`src/hw/rtl/gtb_pkg.sv`:
```
package gtb_pkg;

  localparam int unsigned PT_SPAN = 1024;

  localparam logic [10:0] NONE_MARK = 11'd1024;
  localparam logic [1:0]  MAX_LINKS = 2'd2;

  localparam logic [1:0] ACT_OFFER = 2'd0;
  localparam logic [1:0] ACT_CLOSE = 2'd1;
  localparam logic [1:0] ACT_READ  = 2'd2;

  typedef struct packed {
    logic [1:0] action;
    logic [9:0] point_a;
    logic [9:0] point_b;
  } gtb_in_t;

  typedef struct packed {
    logic        accepted;
    logic        status;
    logic [1:0]  degree;
    logic [10:0] first_neighbor;
    logic [10:0] second_neighbor;
    logic [10:0] path_end;
    logic [10:0] tour_start;
  } gtb_out_t;

  typedef struct packed {
    logic [1:0]  links;
    logic [10:0] nbr_one;
    logic [10:0] nbr_two;
  } gtb_node_t;

  localparam gtb_node_t NODE_CLEAR = '{links: 2'd0, nbr_one: NONE_MARK, nbr_two: NONE_MARK};

  typedef struct packed {
    logic capture;
    logic clear;
    logic rd_look;
    logic rd_end;
    logic eval;
    logic wr_first;
    logic wr_second;
    logic rd_report;
    logic load_out;
  } gtb_cmd_t;

  typedef struct packed {
    logic clr_done;
    logic is_close;
  } gtb_stat_t;

endpackage

```
`src/hw/rtl/gtb_ctrl.sv`:
```
module gtb_ctrl (
  input  logic                clk,
  input  logic                rst_n,
  input  logic                in_valid,
  output logic                in_ready,
  output logic                out_valid,
  input  logic                out_ready,
  input  gtb_pkg::gtb_stat_t  stat,
  output gtb_pkg::gtb_cmd_t   cmd
);
  import gtb_pkg::*;

  typedef enum logic [8:0] {
    ST_CLEAR = 9'b000000001,
    ST_IDLE  = 9'b000000010,
    ST_LOOK  = 9'b000000100,
    ST_LOOK2 = 9'b000001000,
    ST_EVAL  = 9'b000010000,
    ST_WR1   = 9'b000100000,
    ST_WR2   = 9'b001000000,
    ST_RPT   = 9'b010000000,
    ST_FIN   = 9'b100000000
  } gtb_state_t;

  gtb_state_t state_r, state_nxt;
  logic       out_valid_r, out_valid_nxt;

  always_comb begin
    state_nxt = state_r;
    cmd       = '0;
    case (state_r)
      ST_CLEAR: begin
        cmd.clear = 1'b1;
        if (stat.clr_done) state_nxt = ST_IDLE;
      end
      ST_IDLE: begin
        if (in_valid) begin
          cmd.capture = 1'b1;
          state_nxt   = ST_LOOK;
        end
      end
      ST_LOOK: begin
        cmd.rd_look = 1'b1;
        state_nxt   = stat.is_close ? ST_LOOK2 : ST_EVAL;
      end
      ST_LOOK2: begin
        cmd.rd_end = 1'b1;
        state_nxt  = ST_EVAL;
      end
      ST_EVAL: begin
        cmd.eval  = 1'b1;
        state_nxt = ST_WR1;
      end
      ST_WR1: begin
        cmd.wr_first = 1'b1;
        state_nxt    = ST_WR2;
      end
      ST_WR2: begin
        cmd.wr_second = 1'b1;
        state_nxt     = ST_RPT;
      end
      ST_RPT: begin
        cmd.rd_report = 1'b1;
        state_nxt     = ST_FIN;
      end
      ST_FIN: begin
        if (!out_valid_r || out_ready) begin
          cmd.load_out = 1'b1;
          state_nxt    = ST_IDLE;
        end
      end
      default: state_nxt = ST_CLEAR;
    endcase
  end

  always_comb begin
    out_valid_nxt = out_valid_r;
    if (cmd.load_out) out_valid_nxt = 1'b1;
    else if (out_ready) out_valid_nxt = 1'b0;
  end

  always_ff @(posedge clk) begin
    if (!rst_n) begin
      state_r     <= ST_CLEAR;
      out_valid_r <= 1'b0;
    end else begin
      state_r     <= state_nxt;
      out_valid_r <= out_valid_nxt;
    end
  end

  assign in_ready  = (state_r == ST_IDLE);
  assign out_valid = out_valid_r;

endmodule

```
`config.mk`:
```
export PLATFORM = sky130hd
export DESIGN_NAME = gtb_ctrl
export DESIGN_NICKNAME = d
export VERILOG_FILES = /design/src/hw/rtl/gtb_pkg.sv /design/src/hw/rtl/gtb_ctrl.sv
export SDC_FILE = /design/constraint.sdc
export NUM_CORES = 1
export LEC_CHECK = 0
export BUFFER_PORTS_ARGS = -buffer_cell sky130_fd_sc_hd__buf_2
export CAP_MARGIN = 15
export CORE_AREA = 3 3 40 42
export DETAILED_ROUTE_END_ITERATION = 16
export DIE_AREA = 0 0 43 45
export GPL_TIMING_DRIVEN = 1
export PLACE_DENSITY_LB_ADDON = 0.2
export SLEW_MARGIN = 10
export SYNTH_ARGS = -nofsm -noshare
export SYNTH_HDL_FRONTEND = slang
export SYNTH_SLANG_ARGS = --single-unit
```
`constraint.sdc`:
```
create_clock -name clk -period 1.52 [get_ports clk]
set_input_delay 0.228 -clock clk [delete_from_list [all_inputs] [get_ports clk]]
set_output_delay 0.228 -clock clk [all_outputs]
set_load 0.02 [all_outputs]
```
# Word-level counts from Yosys, hierarchy flattened
# Cells that the tools add are included.
dict set report totals {
  ff_bits 10
  in_bits 6
  output_inout_bits 11
}
dict set report op_classes {
  n_eq_ne 12
  mux 18
  reduce_logical 4
}
# cell count
set op_table {}
lappend op_table {{$pmux 9 s9} 1}
lappend op_table {{$mux 9} 3}
lappend op_table {{$mux 1} 13}
lappend op_table {{$eq 9x1->1 const B} 1}
lappend op_table {{$eq 9x2->1 const B} 1}
lappend op_table {{$eq 9x3->1 const B} 1}
lappend op_table {{$eq 9x4->1 const B} 1}
lappend op_table {{$eq 9x5->1 const B} 1}
lappend op_table {{$eq 9x6->1 const B} 1}
lappend op_table {{$eq 9x7->1 const B} 1}
lappend op_table {{$eq 9x8->1 const B} 1}
lappend op_table {{$eq 9x9->1 const B} 1}
lappend op_table {{$ne 2x2->1 const B} 3}
lappend op_table {{$mux 5} 1}
lappend op_table {{$reduce_and 3->1} 1}
lappend op_table {{$reduce_bool 2->1} 1}
lappend op_table {{$logic_not 1->1} 1}
lappend op_table {{$logic_or 1x1->1} 1}

# Longest topological paths before layout
dict set report logic_depth {
  depth_word 5
  depth_mapped 5
}

# Worst setup path before layout
# No wires, ideal clock.
dict set report synth_path {
  kind {register to output}
  from {register state_r[2]}
  to {output port cmd[8] (netlist bit)}
  arrival_time_ps 1266
  required_ps 1292
  path_slack_ps 26
  path_stages_with_launch 5
  path_buffers 0
  path_cell_list {dfxtp_1 > nor2_2 > nand3_1 > nor2_1 > and2_1}
}
# element line
set synth_rtl {}
lappend synth_rtl {{start: declaration} gtb_ctrl.sv:25} ;# gtb_state_t state_r, state_nxt;
lappend synth_rtl {{start signal: assignment} gtb_ctrl.sv:87} ;# state_r <= state_nxt;
lappend synth_rtl {{end: declaration} gtb_ctrl.sv:9} ;# output gtb_pkg::gtb_cmd_t cmd

==> flow_metrics.tcl <==
set metrics [dict create \
    die-area_um2 1940 \
    rsz0062_at_grt "yes" \
    hold_path_class "input pin to flop" \
    die_h_um 45 \
    drtAntennaViolNets 0 \
    dpl_worst_slack_ps 72.4 \
    grt-ovfl-total 0 \
    routed_wl_mm 2.15 \
    min_period_ps 1650 \
    nFillCells 83 \
    ys_seq_area_frac 0.333 \
    reg2reg_slack_ps 0 \
    reg2reg_to "state_r[0]" \
    fin_ws_ps -132 \
    via_per_inst 5.79 \
    nNetsFinal 123 \
    cts_hold_buf 0 \
    fp.coreArea_um2 1280 \
    firstDrtPassIters 4 \
    combinationalPowerShare 0.338 \
    drc 0 \
    cts_tree "built" \
    relSlewSlack 0.821 \
    worst_setup_path_end_kind "output port" \
    synth.avg_cell_area_um2 8.36 \
    ys_warn_count 0 \
    netlist_instances 72 \
    worst-path-buf-inv 1 \
    ff_latch_area_um2 216 \
    multi_input_area_um2 463 \
    hold_viol_final 0 \
    grt_max_degree 9 \
    power_mw 0.734 \
    p_leak_nw 0.466 \
    endpoint "cmd[2]" \
    max_stage_delay_ps 380 \
    h-tree-depth 1 \
    drt-wirelength-per-cell_um 16.5 \
    crit_start "state_r[0]" \
    syn_to_final_growth_pct 72.6 \
    drive_above_1_share 0.591 \
    crit_type "flop to output port" \
    rows 13 \
    yosysUniqueCellTypes 34 \
    clkLatencyLatePin_ps 270 \
    ir_worst_vdd_uv 502 \
    arrival_ps 1420 \
    drt_iter0_markers 14 \
    grt.total_usage 0.215 \
    ys_seq_elements 10 \
    path_depth 4 \
    grt_pass1_wl_mm 3.08 \
    io_pins 17 \
    sw_frac_of_total 0.330 \
    antenna_found_initial 0 \
    clk_pin_slew_ps 70 \
    fmax_mhz 605 \
    clkSinkCount 10 \
    io_buffers 16 \
    tightest_slew_ps 264 \
    initial_utilization 0.468 \
    crit_chain "nor3_4 > nand2_4 > nor4_4 > buf_4" \
    power_switching_mw 0.242 \
    route.vias.total 753 \
    slew_viol_final 0 \
    diodes 0 \
    setup_viol 7 \
    status "complete, but fails checks" \
    seqPwrFrac 0.409 \
    reg2reg_depth 5 \
    syn_area_um2 602 \
    p_int_mw 0.491 \
    cp_top_family "simple AND/OR/NAND/NOR gates" \
    crit_slowest_cell "dfxtp_4" \
    hpwl_mm 1.15 \
    ctsLongestPathBuffers 2 \
    crit_fanout 6 \
    skew_ps 3.21 \
    die_x_um 43 \
    violations "setup timing" \
    cts_inserted_buffers 3 \
    start_kind "flop" \
    clock_power_share 0.253 \
    cp_data_required_time_ps 1290 \
    grt_pass1_vias 687 \
    synth_fp_nets 78 \
    clockRootBuffer "clkbuf_4" \
    fin_crit_sh 1.09 \
    gp_congestion 0.821 \
    rr_startpoint "state_r[3]" \
    pwr_density_cell_nw_per_um2 706 \
    maxCapViolations 0 \
]
flip-flops by register name, summed over array words and instances, names as in the netlist:
name and cells:
out_valid 1, state_r 9
Yosys cell counts, drive strengths merged:
cell,number,area [µm²]
o211ai,1,7.51
nor4,2,25.0
nor3b,3,22.5
or3b,1,8.76
nor3,2,15.0
nand2b,4,25.0
buf,1,7.51
o21ai,2,10.0
or4,1,7.51
dfxtp,10,200
a2111oi,1,15.0
o221ai,1,8.76
o21a,1,7.51
inv,3,11.3
nor4bb,1,10.0
o21bai,1,7.51
nand2,5,21.3
a31oi,2,12.5
a21oi,3,15.0
and2,3,18.8
nor2b,1,6.26
nand3b,2,15.0
a211o,1,8.76
nand3,2,10.0
o2111a,1,11.3
nor2,11,53.8
xor2,1,8.76
or3,1,6.26
and3,4,25.0
stage by stage:
stage	util	cell area [µm²]	setup TNS, ps	hold WS [ps]	cells
2_1_floorplan	-	602	0	307	72
3_3_place_gp	0.586	753	0	475	110
3_5_place_dp	0.586	753	0	473	110
4_1_cts	0.703	903	-533	197	122
5_1_grt	0.808	1040	-1280	207	130
6_report	0.808	1040	-609	200	130
cell type report:
cell class,count,area share
flip-flops and latches,10,0.208
inverters,3,0.0108
repair buffers,41,0.295
well taps,15,0.0181
multi-input cells,58,0.446
clock buffers,3,0.0217
cells by family (layout without fill, tap and decap cells):
logic type	Yosys count	in the layout	synth area share
XOR/XNOR	1	1	0.0146
AO/OA/AOI/OAI	14	14	0.173
AND/OR/NAND/NOR	43	43	0.449
flip-flops	10	10	0.333
buffers and inverters	4	47	0.0312
repair_timing:
action	CTS	global route
endpoints found under the hold margin	0	0
pin swaps	6	13
gates resized for setup	21	18
setup endpoints to repair	9	11
buffers inserted	9	8
cell usage in the layout, fill, tap and decap left out, drive strengths merged:
master   count
buf         41
nor2        11
dfxtp       10
nand2        5
nand2b       4
and3         4
inv          3
and2         3
a21oi        3
clkbuf       3
nor3b        3
nor4         2
nand3b       2
nand3        2
a31oi        2
nor3         2
o21ai        2
nor2b        1
or3          1
nor4bb       1
o21bai       1
a2111oi      1
or3b         1
o2111a       1
a211o        1
or4          1
xor2         1
o211ai       1
o221ai       1
o21a         1
power by group through the flow:
stage | clock, mW | combinational, mW | sequential (mW)
4_1_cts | 0.187 | 0.190 | 0.298
2_1_floorplan | 0 | 0.103 | 0.295
3_5_place_dp | 0 | 0.144 | 0.302
5_1_grt | 0.201 | 0.270 | 0.302
6_report | 0.185 | 0.248 | 0.300
3_3_place_gp | 0 | 0.142 | 0.301
worst reg2reg max path: cells and delay by family, from the launching register on:
family          cells  cell delay, ps
simple gates        1             480
flops               1             340
compound gates      2             330
buf+inv             2             250
how the worst min path moves through the flow:
stage | start | end | slack, ps | cells past startpoint
after floorplan | rst_n | state_r[0] | 310 | 1
after global placement | stat[0] | state_r[3] | 480 | 2
after detailed placement | stat[0] | state_r[3] | 470 | 2
after CTS | stat[0] | state_r[3] | 200 | 2
after global routing | stat[0] | state_r[3] | 210 | 2
final | stat[0] | state_r[3] | 200 | 2
routing by layer:
| layer | routed length [µm] | vias up | GRT usage |
|---|---|---|---|
| met2 | 1140 | 41 | 0.407 |
| met3 | 152 | 2 | 0.0637 |
| met4 | 11 | 0 | 0.0723 |
| li1 | - | 352 | - |
| met1 | 839 | 358 | 0.228 |
| met5 | 0 | - | 0 |
(Power assumes the default switching activity.)
